[src/design/nfa_pkg.sv]
`timescale 1ns / 1ps

package nfa_pkg;

    localparam int NUM_STATES_DEF  = 8;
    localparam int NUM_SYMBOLS_DEF = 3;

    // Matrix layout: bit from*ROW_W+to
    localparam int ROW_W       = 8;
    localparam int MATRIX_W    = 64;
    localparam int CFG_DATA_W  = 64;
    localparam int CFG_IDX_W   = 3;
    localparam int STATE_IDX_W = 3;
    localparam int SYMBOL_W    = 2;
    localparam int QUEUE_DEPTH = 2;

    localparam logic [CFG_IDX_W-1:0] CFG_TRANS_A   = 3'd0;
    localparam logic [CFG_IDX_W-1:0] CFG_TRANS_B   = 3'd1;
    localparam logic [CFG_IDX_W-1:0] CFG_TRANS_C   = 3'd2;
    localparam logic [CFG_IDX_W-1:0] CFG_EPS       = 3'd3;
    localparam logic [CFG_IDX_W-1:0] CFG_START     = 3'd4;
    localparam logic [CFG_IDX_W-1:0] CFG_ACCEPT    = 3'd5;

    localparam logic [SYMBOL_W-1:0] SYM_A = 2'd0;
    localparam logic [SYMBOL_W-1:0] SYM_B = 2'd1;
    localparam logic [SYMBOL_W-1:0] SYM_C = 2'd2;

    localparam logic MODE_END = 1'b1;

    typedef enum logic [2:0] {
        OP_SYM_A,
        OP_SYM_B,
        OP_SYM_C,
        OP_KILL,
        OP_END
    } t_op;

    typedef enum logic [1:0] {
        ST_IDLE,
        ST_CLOSE,
        ST_APPLY
    } t_back_state;

endpackage

[src/design/nfa_string_acceptor.sv]
`timescale 1ns / 1ps
// An end-of-string item gives its verdict after the back part has closed and applied the set;
// the epsilon closure iterates in the back part, one expansion per cycle until the set stops
// growing, and the back part takes the next item only when it is through with the last.
// A two-entry queue lets the front take items while the back is still closing.
// Reset (synchronous, active low) clears the queue, the pending set, the configuration registers and the output valid.
module nfa_string_acceptor #(
    parameter int NUM_STATES  = nfa_pkg::NUM_STATES_DEF,
    parameter int NUM_SYMBOLS = nfa_pkg::NUM_SYMBOLS_DEF
) (
    input  logic                            i_clk,
    input  logic                            i_rst_n,
    input  logic                            i_in_valid,
    output logic                            o_in_stall,
    input  logic                            i_mode,
    input  logic [nfa_pkg::SYMBOL_W-1:0]    i_symbol,
    output logic                            o_out_valid,
    input  logic                            i_out_stall,
    output logic                            o_accepted,
    output logic                            o_dead,
    input  logic                            i_cfg_wr_en,
    input  logic [nfa_pkg::CFG_IDX_W-1:0]   i_cfg_index,
    input  logic [nfa_pkg::CFG_DATA_W-1:0]  i_cfg_data
);
    import nfa_pkg::*;

    logic push;
    t_op  push_op;
    logic q_full;
    logic q_empty;
    logic q_pop;
    t_op  q_head;

    nfa_front #(
        .NUM_SYMBOLS (NUM_SYMBOLS)
    ) u_front (
        .i_in_valid (i_in_valid),
        .o_in_stall (o_in_stall),
        .i_mode     (i_mode),
        .i_symbol   (i_symbol),
        .i_q_full   (q_full),
        .o_push     (push),
        .o_push_op  (push_op)
    );

    nfa_queue u_queue (
        .i_clk     (i_clk),
        .i_rst_n   (i_rst_n),
        .i_push    (push),
        .i_push_op (push_op),
        .i_pop     (q_pop),
        .o_head    (q_head),
        .o_full    (q_full),
        .o_empty   (q_empty)
    );

    nfa_back #(
        .NUM_STATES (NUM_STATES)
    ) u_back (
        .i_clk       (i_clk),
        .i_rst_n     (i_rst_n),
        .i_cfg_wr_en (i_cfg_wr_en),
        .i_cfg_index (i_cfg_index),
        .i_cfg_data  (i_cfg_data),
        .i_q_head    (q_head),
        .i_q_empty   (q_empty),
        .o_q_pop     (q_pop),
        .o_out_valid (o_out_valid),
        .i_out_stall (i_out_stall),
        .o_accepted  (o_accepted),
        .o_dead      (o_dead)
    );

endmodule

[src/design/nfa_front.sv]
`timescale 1ns / 1ps

module nfa_front #(
    parameter int NUM_SYMBOLS = nfa_pkg::NUM_SYMBOLS_DEF
) (
    input  logic                          i_in_valid,
    output logic                          o_in_stall,
    input  logic                          i_mode,
    input  logic [nfa_pkg::SYMBOL_W-1:0]  i_symbol,
    input  logic                          i_q_full,
    output logic                          o_push,
    output nfa_pkg::t_op                  o_push_op
);
    import nfa_pkg::*;

    localparam logic [SYMBOL_W:0] SYM_LIMIT = (SYMBOL_W+1)'(NUM_SYMBOLS);

    assign o_in_stall = i_q_full;
    assign o_push     = i_in_valid && !i_q_full;

    // Symbols beyond the alphabet have no edges: kill the set
    always_comb begin
        priority if (i_mode == MODE_END) begin
            o_push_op = OP_END;
        end else if ({1'b0, i_symbol} >= SYM_LIMIT) begin
            o_push_op = OP_KILL;
        end else begin
            unique case (i_symbol)
                SYM_A:   o_push_op = OP_SYM_A;
                SYM_B:   o_push_op = OP_SYM_B;
                SYM_C:   o_push_op = OP_SYM_C;
                default: o_push_op = OP_KILL;
            endcase
        end
    end

endmodule

[src/design/nfa_queue.sv]
`timescale 1ns / 1ps

module nfa_queue (
    input  logic          i_clk,
    input  logic          i_rst_n,
    input  logic          i_push,
    input  nfa_pkg::t_op  i_push_op,
    input  logic          i_pop,
    output nfa_pkg::t_op  o_head,
    output logic          o_full,
    output logic          o_empty
);
    import nfa_pkg::*;

    localparam int PTR_W = (QUEUE_DEPTH > 1) ? $clog2(QUEUE_DEPTH) : 1;
    localparam int CNT_W = $clog2(QUEUE_DEPTH + 1);
    localparam logic [PTR_W-1:0] LAST_PTR = PTR_W'(QUEUE_DEPTH - 1);
    localparam logic [CNT_W-1:0] FULL_CNT = CNT_W'(QUEUE_DEPTH);

    t_op              r_mem [QUEUE_DEPTH];
    logic [PTR_W-1:0] r_wr_ptr;
    logic [PTR_W-1:0] r_rd_ptr;
    logic [CNT_W-1:0] r_count;

    assign o_full  = (r_count == FULL_CNT);
    assign o_empty = (r_count == '0);
    assign o_head  = r_mem[r_rd_ptr];

    always_ff @(posedge i_clk) begin
        if (i_push) begin
            r_mem[r_wr_ptr] <= i_push_op;
        end
    end

    always_ff @(posedge i_clk) begin
        if (!i_rst_n) begin
            r_wr_ptr <= '0;
            r_rd_ptr <= '0;
            r_count  <= '0;
        end else begin
            if (i_push) begin
                r_wr_ptr <= (r_wr_ptr == LAST_PTR) ? '0 : r_wr_ptr + 1'b1;
            end
            if (i_pop) begin
                r_rd_ptr <= (r_rd_ptr == LAST_PTR) ? '0 : r_rd_ptr + 1'b1;
            end
            unique case ({i_push, i_pop})
                2'b10:   r_count <= r_count + 1'b1;
                2'b01:   r_count <= r_count - 1'b1;
                default: r_count <= r_count;
            endcase
        end
    end

endmodule

[src/design/nfa_back.sv]
`timescale 1ns / 1ps

module nfa_back #(
    parameter int NUM_STATES = nfa_pkg::NUM_STATES_DEF
) (
    input  logic                            i_clk,
    input  logic                            i_rst_n,
    input  logic                            i_cfg_wr_en,
    input  logic [nfa_pkg::CFG_IDX_W-1:0]   i_cfg_index,
    input  logic [nfa_pkg::CFG_DATA_W-1:0]  i_cfg_data,
    input  nfa_pkg::t_op                    i_q_head,
    input  logic                            i_q_empty,
    output logic                            o_q_pop,
    output logic                            o_out_valid,
    input  logic                            i_out_stall,
    output logic                            o_accepted,
    output logic                            o_dead
);
    import nfa_pkg::*;

    logic [MATRIX_W-1:0]    r_trans_a;
    logic [MATRIX_W-1:0]    r_trans_b;
    logic [MATRIX_W-1:0]    r_trans_c;
    logic [MATRIX_W-1:0]    r_eps;
    logic [STATE_IDX_W-1:0] r_start;
    logic [ROW_W-1:0]       r_accept;

    t_back_state            r_state;
    t_back_state            n_state;
    t_op                    r_op;
    logic [NUM_STATES-1:0]  r_set;
    logic [NUM_STATES-1:0]  r_pending;
    logic                   r_at_start;
    logic                   r_out_valid;
    logic                   r_accepted;
    logic                   r_dead;

    logic [MATRIX_W-1:0]    sel_matrix;
    logic [NUM_STATES-1:0]  start_set;
    logic [NUM_STATES-1:0]  eps_img;
    logic [NUM_STATES-1:0]  grown_set;
    logic [NUM_STATES-1:0]  trans_img;
    logic                   out_free;
    logic                   load_set;
    logic                   grow_set;
    logic                   commit;
    logic                   out_load;

    assign o_out_valid = r_out_valid;
    assign o_accepted  = r_accepted;
    assign o_dead      = r_dead;
    assign out_free    = !r_out_valid || !i_out_stall;

    always_comb begin
        unique case (r_op)
            OP_SYM_A: sel_matrix = r_trans_a;
            OP_SYM_B: sel_matrix = r_trans_b;
            OP_SYM_C: sel_matrix = r_trans_c;
            default:  sel_matrix = '0;
        endcase
    end

    // Images of the current set: one row per active state, ORed together
    always_comb begin
        eps_img   = '0;
        trans_img = '0;
        for (int s = 0; s < NUM_STATES; s++) begin
            start_set[s] = (r_start == STATE_IDX_W'(s));
            if (r_set[s]) begin
                eps_img   = eps_img   | r_eps[s*ROW_W +: NUM_STATES];
                trans_img = trans_img | sel_matrix[s*ROW_W +: NUM_STATES];
            end
        end
        grown_set = r_set | eps_img;
    end

    always_comb begin
        n_state = r_state;
        unique case (r_state)
            ST_IDLE: begin
                if (!i_q_empty) n_state = ST_CLOSE;
            end
            ST_CLOSE: begin
                // closure done once an expansion adds nothing
                if (grown_set == r_set) n_state = ST_APPLY;
            end
            ST_APPLY: begin
                if (r_op != OP_END || out_free) n_state = ST_IDLE;
            end
            default: n_state = ST_IDLE;
        endcase
    end

    always_comb begin
        o_q_pop  = (r_state == ST_IDLE) && !i_q_empty;
        load_set = o_q_pop;
        grow_set = (r_state == ST_CLOSE);
        commit   = (r_state == ST_APPLY) && (r_op != OP_END || out_free);
        out_load = commit && (r_op == OP_END);
    end

    always_ff @(posedge i_clk) begin
        if (load_set) begin
            r_op  <= i_q_head;
            r_set <= r_at_start ? start_set : r_pending;
        end else if (grow_set) begin
            r_set <= grown_set;
        end
        if (out_load) begin
            r_accepted <= |(r_set & r_accept[NUM_STATES-1:0]);
            r_dead     <= ~|r_set;
        end
    end

    always_ff @(posedge i_clk) begin
        if (!i_rst_n) begin
            r_state     <= ST_IDLE;
            r_pending   <= '0;
            r_at_start  <= 1'b1;
            r_out_valid <= 1'b0;
            r_trans_a   <= '0;
            r_trans_b   <= '0;
            r_trans_c   <= '0;
            r_eps       <= '0;
            r_start     <= '0;
            r_accept    <= '0;
        end else begin
            r_state <= n_state;
            if (commit) begin
                // end of string rearms, a symbol advances the set
                if (r_op == OP_END) begin
                    r_pending  <= '0;
                    r_at_start <= 1'b1;
                end else begin
                    r_pending  <= trans_img;
                    r_at_start <= 1'b0;
                end
            end
            if (out_load) begin
                r_out_valid <= 1'b1;
            end else if (!i_out_stall) begin
                r_out_valid <= 1'b0;
            end
            if (i_cfg_wr_en) begin
                unique case (i_cfg_index)
                    CFG_TRANS_A: r_trans_a <= i_cfg_data;
                    CFG_TRANS_B: r_trans_b <= i_cfg_data;
                    CFG_TRANS_C: r_trans_c <= i_cfg_data;
                    CFG_EPS:     r_eps     <= i_cfg_data;
                    CFG_START:   r_start   <= i_cfg_data[STATE_IDX_W-1:0];
                    CFG_ACCEPT:  r_accept  <= i_cfg_data[ROW_W-1:0];
                    default:     ;
                endcase
            end
        end
    end

endmodule

[config.mk]
export PLATFORM = sky130hd
export DESIGN_NAME = nfa_string_acceptor
export DESIGN_NICKNAME = d
export VERILOG_FILES = /design/src/design/nfa_pkg.sv /design/src/design/nfa_string_acceptor.sv /design/src/design/nfa_front.sv /design/src/design/nfa_queue.sv /design/src/design/nfa_back.sv
export SDC_FILE = /design/constraint.sdc
export NUM_CORES = 1
export LEC_CHECK = 0
export ABC_AREA = 1
export BUFFER_PORTS_ARGS = -buffer_cell sky130_fd_sc_hd__buf_2
export CAP_MARGIN = 5
export CORE_UTILIZATION = 60
export DETAILED_ROUTE_END_ITERATION = 10
export GPL_TIMING_DRIVEN = 1
export PLACE_DENSITY = 0.79
export SETUP_SLACK_MARGIN = 0.3
export SYNTH_ARGS = -nofsm -noshare
export SYNTH_HDL_FRONTEND = slang
export SYNTH_SLANG_ARGS = --single-unit
[constraint.sdc]
create_clock -name i_clk -period 2.3 [get_ports i_clk]
set_clock_uncertainty 0.15 [all_clocks]
set_input_delay 0.345 -clock i_clk [delete_from_list [all_inputs] [get_ports i_clk]]
set_output_delay 0.345 -clock i_clk [all_outputs]
set_load 0.01 [all_outputs]
==> impl_results.md, run 1 <==
* IO Count at 79
* LEAKAGE at 7.34 nW
* R2r worst-path depth at 12
* Dpl ws at 0.203 ns
* Initial DRC count at 1461
* Count leader, synth: nor2_1
* Mapped Area at 0.0133 sq mm
* Sum of negative setup slack at 0 ns
* Delay-heaviest family, CP: simple AND/OR/NAND/NOR gates
* Clk_lat worst skew at 0.57 ns
* Max clock buf depth at 3
* Met3 Use GR at 5.18%
* Worst EP arrival at 2.33 ns
* Ant. Diodes at 0
* Seq/Total Area, Yosys at 46.8%
* Final setup viols at 0
* Crit end category: flop
* Largest net degree at the start of global routing at 85
* Average wire per standard cell at 18.9 um
* Peak VDD IR at 0.000678 V
* Cts bufs inserted at 31
* Initial core utilization at 61.0%
* Die width at 151 um
* Vias/cell at 5.94
* Max-cap violation count at 0
* Final hold vios at 0
* CTS Sinks at 301
* Crit Path Max Fanout at 5
* Number of cell rows at 54
* Fin crit share at 86.6%
* Drt pass-1 iters at 6
* CP max-delay cell: edfxtp_1
* DRC at 0
* Worst-Margin Slew at 0.533 ns
* Gr ovfl total at 0
* P per Cell Area at 1000 mW/mm^2
* Syn Area/Cell at 6.91 sq um
* Final WL at 44000 um
* Fin crit period at 1.99 ns
* Syn nets at 1996
* Vias at 13800
* Share of layout cells above drive strength 1 at 11.1%
* GRT met1 Usage at 50.0%
* Met2 usage at 61.7%
* CP bufs+invs at 3
* HPWL after detailed placement at 25600 um
* Placeable core area at 0.0218 sq mm
* Most frequent CP cell: nand2_1
* Yosys cell types at 27
* Chip height at 151 um
* CTS Root Buffer Type: clkbuf_16
* Min-Delay Path Class: primary input to flop
* EDFF count, synth at 19
* Final ANT Viol Nets at 0
* Yosys warns at 0
* Ys async rst share at 0%
* GRT Resource Usage Total at 38.2%
* CP endpoint: u_back.r_pending[2]
* CTS tree: done
* Ys flop type: dfxtp_1
* Top-area cell type share of the netlist area at 42.5%
* FF-to-FF Start: u_back.r_op[1]
* Post-Synthesis Cells at 1920
* Most area-consuming cells after synthesis: dfxtp_1 (43%), nor2_1 (17%), o21ai_0 (11%)
* Worst R2R Setup Slack at 0.31 ns
* # port buffers at 78
* Largest area contributor in the netlist: dfxtp_1
* List of most frequent post-synthesis cells: nor2_1 (587), o21ai_0 (289), dfxtp_1 (282)
* Area grow syn2layout at 20.1%
* Crit path largest cell delay at 0.49 ns
* Worst-path cell chain: nor2_4 -> buf_4 -> buf_6 -> clkbuf_16 -> nand3_1 -> nand3_1 -> nand2_1 -> nand2_1 -> nor2_1 -> nand2_1 -> nand2_1 -> a21oi_1
* Max Fclk at 502 MHz
* Status: completed
* Slew margin rel. at 64.4%
* First-pass GRT wire length at 67600 um
* Crit path from: u_back.r_op[1]
* Vias in the first global route at 12700
* Die area at 0.0227 sq mm
* GRT busiest layer: met2
* Final Max Slew Viols at 0
* Critical Path Start Type: flop
* H-tree depth reported by CTS at 1
* Crit path depth at 12
* Worst R2R End: u_back.r_pending[2]
* RePlAce Congestion at 0.978
* Critical setup path kind: flop to flop
* CP Data Required Time at 2.64 ns
* Worst Setup Slack, final at 0.308 ns
* Unrepaired setup endpoints after global routing: true
* Final Util at 73.3%
* Final net count at 2097
* Initial antenna violation count at 0
* Clk slew on worst S/H paths at 0.07 ns
* Register bit total from synthesis at 301
-- flip-flops by register name, summed over array words and instances (netlist names) --
| name | cells |
|---|---|
| u_back.o_out_valid | 1 |
| u_back.r_trans_c | 64 |
| u_queue.r_count | 2 |
| u_back.o_dead | 1 |
| u_back.r_set | 8 |
| u_queue.r_wr_ptr | 1 |
| u_queue.r_rd_ptr | 1 |
| u_back.r_op | 3 |
| u_back.r_at_start | 1 |
| u_back.r_accept | 8 |
| u_back.r_start | 3 |
| u_back.r_trans_a | 64 |
| u_back.r_trans_b | 64 |
| u_back.r_eps | 63 |
| u_back.r_pending | 8 |
| u_queue.r_mem | 6 |
| u_back.o_accepted | 1 |
| u_back.r_state | 2 |
-- layout make-up --
| cell class | instances | area, sq um |
|---|---|---|
| Clock buffer | 41 | 893 |
| Inverter | 39 | 146 |
| Sequential cell | 301 | 6220 |
| Fill cell | 1723 | 5810 |
| Tap cell | 280 | 350 |
| Timing Repair Buffer | 201 | 1800 |
| Clock inverter | 16 | 189 |
| Multi-Input combinational cell | 1447 | 6350 |
-- worst min-delay path by stage --
stage,from,endpoint,slack [ns],cells after the start
final,i_rst_n,u_back.r_at_start,0.04,2
after global routing,i_rst_n,u_back.r_at_start,0.08,2
after CTS,i_rst_n,u_back.r_at_start,0.04,2
after detailed placement,u_back.r_pending[3],u_back.r_pending[3],0.31,2
after global placement,u_back.r_pending[6],u_back.r_pending[6],0.31,2
after floorplan,i_mode,u_queue.r_mem[0][2],0.29,0
-- per-layer routing --
| layer | routed length (um) | share of wire [%] |
|---|---|---|
| met1 | 17700 | 40 |
| met2 | 19800 | 45 |
| met3 | 4240 | 9.6 |
| met4 | 2360 | 5.4 |
| met5 | 0 | 0 |
-- cell usage in the layout (no fill, tap or decap), types with 2 or more instances in the layout --
| cell type | synthesis | final |
|---|---|---|
| clkinv_1 | 2 | 2 |
| nand2_2 | 1 | 10 |
| clkinv_2 | 0 | 9 |
| buf_2 | 30 | 77 |
| dlygate4sd3_1 | 0 | 68 |
| a221oi_1 | 2 | 2 |
| buf_4 | 8 | 28 |
| nand3_1 | 259 | 256 |
| nor2_4 | 3 | 12 |
| buf_12 | 0 | 16 |
| o21ai_1 | 0 | 2 |
| o21ai_0 | 289 | 287 |
| bufinv_16 | 0 | 4 |
| nor2_1 | 587 | 583 |
| inv_2 | 7 | 7 |
| nand2_1 | 267 | 257 |
| nor2_2 | 8 | 3 |
| dfxtp_1 | 282 | 282 |
| clkinvlp_4 | 0 | 2 |
| a21oi_1 | 24 | 23 |
| clkbuf_1 | 79 | 2 |
| clkbuf_16 | 0 | 33 |
| edfxtp_1 | 19 | 19 |
| buf_6 | 12 | 8 |
| nand3_2 | 0 | 3 |
| nor3_4 | 1 | 2 |
| clkbuf_8 | 0 | 8 |
| inv_1 | 30 | 30 |
-- where the power goes --
| group | switching, mW | internal [mW] |
|---|---|---|
| combinational | 3.13 | 1.48 |
| sequential | 0.337 | 5.67 |
| clock | 2.14 | 3.16 |
-- worst reg2reg max path, cell delays in order, from the launching register on --
cell       delay (ns)
edfxtp_1         0.49
nor2_4           0.22
buf_4            0.14
buf_6            0.13
clkbuf_16        0.16
nand3_1          0.08
nand3_1          0.13
nand2_1          0.08
nand2_1          0.08
nor2_1           0.05
nand2_1          0.06
nand2_1          0.04
a21oi_1          0.11
-- kinds of logic after synthesis --
| kind of cell | after synthesis | synth area share (%) |
|---|---|---|
| buffers and inverters | 172 | 6.14 |
| AOI/OAI and AO/OA | 316 | 12.0 |
| adders and majority gates | 1 | 0.0943 |
| and+or+nand+nor | 1130 | 34.9 |
| DFF | 301 | 46.8 |
-- what timing repair did --
item,in CTS,in global routing
hold buffers,68,0
gates cloned,2,3
endpoints found under the setup margin,12,19
pin swaps,4,9
buffers inserted,7,11
resized for setup,9,23
hold endpoints to repair,271,0
-- stage by stage --
step           instance area [sq um]  hold slack (ns)  cells  total power [mW]
2_1_floorplan                  13300            0.294   1920              8.49
3_3_place_gp                   13800            0.311   2177              9.59
3_5_place_dp                   13800            0.309   2177              9.64
4_1_cts                        15700           0.0434   2311              15.4
5_1_grt                        15900           0.0765   2325              16.4
6_report                       15900           0.0387   2325              15.9
(Power assumes the default switching activity.)
==> inputs of run 2 (changes only) <==
--- a/config.mk
+++ b/config.mk
@@ -6,7 +6,7 @@
 export NUM_CORES = 1
 export LEC_CHECK = 0
 export ABC_AREA = 1
-export BUFFER_PORTS_ARGS = -buffer_cell sky130_fd_sc_hd__buf_2
+export BUFFER_PORTS_ARGS = -buffer_cell sky130_fd_sc_hd__buf_4
 export CAP_MARGIN = 5
 export CORE_UTILIZATION = 60
 export DETAILED_ROUTE_END_ITERATION = 10
==> impl_results.md, run 2 (synthesis gave the netlist of run 1 again) <==
* Finished Layout Cells at 2318 (-0.30%)
* Average wire per standard cell at 18.8 um (-0.63%)
* Number of cell rows at 54 (unchanged)
* Share of layout cells above drive strength 1 at 10.2% (-0.94 points)
* Slew margin rel. at 66.2% (+1.7 points)
* Gr ovfl total at 0 (unchanged)
* Vias/cell at 5.91 (-0.50%)
* Worst EP arrival at 2.38 ns (+0.05 ns)
* First-pass GRT wire length at 66000 um (-2.4%)
* Min-Delay Path Class: primary input to flop
* GRT Resource Usage Total at 37.1% (-1.1 points)
* Dpl ws at 0.246 ns (+0.0425 ns)
* Sum of negative setup slack at 0 ns (unchanged)
* Fin crit period at 2.04 ns (+0.0456 ns)
* Final net count at 2090 (-0.33%)
* Ant. Diodes at 0 (unchanged)
* Crit Path Max Fanout at 8 (+3)
* CTS tree: done
* Fin crit share at 88.6% (+2.0 points)
* Peak VDD IR at 0.000930 V (+37%)
* Commonest non-fill, non-tap cells in the layout: nor2_1 (583), o21ai_0 (287), dfxtp_1 (282)
* Largest net degree at the start of global routing at 110 (+29%)
* Unrepaired setup endpoints after global routing: true
* Max-cap violation count at 0 (unchanged)
* CTS Root Buffer Type: clkbuf_16
* Area grow syn2layout at 21.7%
* Overall power at 16.1 mW (+0.98%)
* Max Fclk at 491 MHz (-2.2%)
* Final Max Slew Viols at 0 (unchanged)
* Placeable core area at 0.0218 sq mm (unchanged)
* Crit end category: flop
* DRC at 0 (unchanged)
* P per Cell Area at 996 mW/mm^2 (-0.31%)
* Die width at 151 um (unchanged)
* Worst-Margin Slew at 0.505 ns (-0.0281 ns)
* Worst-path cell chain: nor2_4 -> buf_6 -> clkbuf_16 -> nand3_1 -> nand3_1 -> nand2_1 -> nand2_1 -> nor2_1 -> nand2_1 -> nand2_1 -> a21oi_1
* RePlAce Congestion at 0.958 (-2.1%)
* IO Count at 79 (unchanged)
* H-tree depth reported by CTS at 1 (unchanged)
* Final setup viols at 0 (unchanged)
* Placed Instance Area at 0.0140 sq mm (+1.1%)
* Initial core utilization at 61.0% (unchanged)
* Cts bufs inserted at 31 (unchanged)
* CP Data Required Time at 2.65 ns (about the same)
* # port buffers at 78 (unchanged)
* Max clock buf depth at 3 (unchanged)
* LEAKAGE at 7.40 nW (+0.78%)
* Hold Slack at 0.0275 ns (-0.0112 ns)
* Pint at 10.5 mW (+1.8%)
* Drt pass-1 iters at 7 (+1)
* Clk_lat worst skew at 0.57 ns (about the same)
* Top Registers: u_back.r_trans_a (64), u_back.r_trans_b (64), u_back.r_trans_c (64)
* Clock power frac at 33.3% (about the same)
* Most frequent CP cell: nand2_1
* Cell count after placement at 2170 (-0.32%)
* Crit path largest cell delay at 0.50 ns (about the same)
* CP max-delay cell: edfxtp_1
* Die area at 0.0227 sq mm (unchanged)
* Critical setup path kind: flop to flop
* HPWL after detailed placement at 24700 um (-3.5%)
* Chip height at 151 um (unchanged)
* Worst Setup Slack, final at 0.263 ns (-0.0456 ns)
* CTS Sinks at 301 (unchanged)
* Comb pwr share at 29.5% (+0.5 points)
* Initial antenna violation count at 0 (unchanged)
* Final hold vios at 0 (unchanged)
* Sequential Power Share at 37.2% (-0.5 points)
* Vias at 13700 (-0.80%)
* Final WL at 43600 um (-0.93%)
* Switch share at 34.7% (-0.55 points)
* Sw Pwr at 5.58 mW (-0.60%)
* Most common cell after layout, fill and taps aside: nor2_1
* Final Util at 74.2% (+0.95 points)
* Initial DRC count at 1617 (+11%)
* Status: completed
* Clk slew on worst S/H paths at 0.06 ns (about the same)
* Vias in the first global route at 12400 (-2.5%)
* Final ANT Viol Nets at 0 (unchanged)
* Finished Cell Area at 0.0161 sq mm (+1.3%)
* Critical Path Start Type: flop
## run 2: cell count changes in the layout (fill, tap and decap cells not counted), moves of 2 or more
cell	before	now
buf_12	16	21
nand3_2	3	1
buf_4	28	93
clkinv_2	9	6
clkbuf_8	8	11
bufinv_16	4	2
clkinvlp_4	2	0
nand2_1	257	265
nand2_2	10	2
buf_6	8	5
nand3_1	256	258
buf_2	77	0
clkbuf_16	33	38
## run 2: metal layers
metal / global-route usage [%] / up-vias / part of all wire, %
met2: 60.8 / 793 / 47
met1: 48.9 / 6339 / 40
met4: 13.7 / 0 / 3.5
met5: 0 / - / 0
li1: - / 6437 / -
met3: 6.21 / 127 / 9.5
## run 2: cell type report
class | instances | area [sq um]
flip-flops and latches | 301 | 6220
multi-input cells | 1447 | 6320
clock inverters | 9 | 98.8
fillers | 1723 | 5610
repair buffers | 194 | 2010
inverters | 39 | 146
clock buffers | 48 | 1010
well taps | 280 | 350
## run 2: timing repair
item | in CTS | in global routing
setup endpoints to repair | 9 | 15
buffers inserted | 0 | 15
pin swaps | 0 | 6
hold endpoints to repair | 274 | 0
gates cloned | 0 | 7
hold buffers | 69 | 0
resized for setup | 3 | 15
## run 2: worst paths after layout
check                                          from                   to  slack (ns)  cells past startpoint
worst max-delay path                 u_back.r_op[2]  u_back.r_pending[0]        0.26                     11
worst min-delay path                     i_in_valid     u_queue.r_wr_ptr        0.03                      3
worst max register to register       u_back.r_op[2]  u_back.r_pending[0]        0.26                     11
worst min register to register  u_back.r_pending[1]  u_back.r_pending[1]        0.32                      2
## run 2: critical path: cells and delay by family (launching register included)
family | cells | cell delay [ns]
flip-flops | 1 | 0.50
AO/OA/AOI/OAI | 1 | 0.11
buffers and inverters | 2 | 0.38
AND/OR/NAND/NOR | 8 | 0.84
## run 2: power by group through the flow
stage	Clock, mW	Sequential [mW]	Combinational (mW)
after global routing	5.55	6.02	4.93
after floorplan	0	5.92	2.57
after CTS	5.36	6.16	3.51
after detailed placement	0	6.26	3.38
final	5.36	5.99	4.74
after global placement	0	6.26	3.34
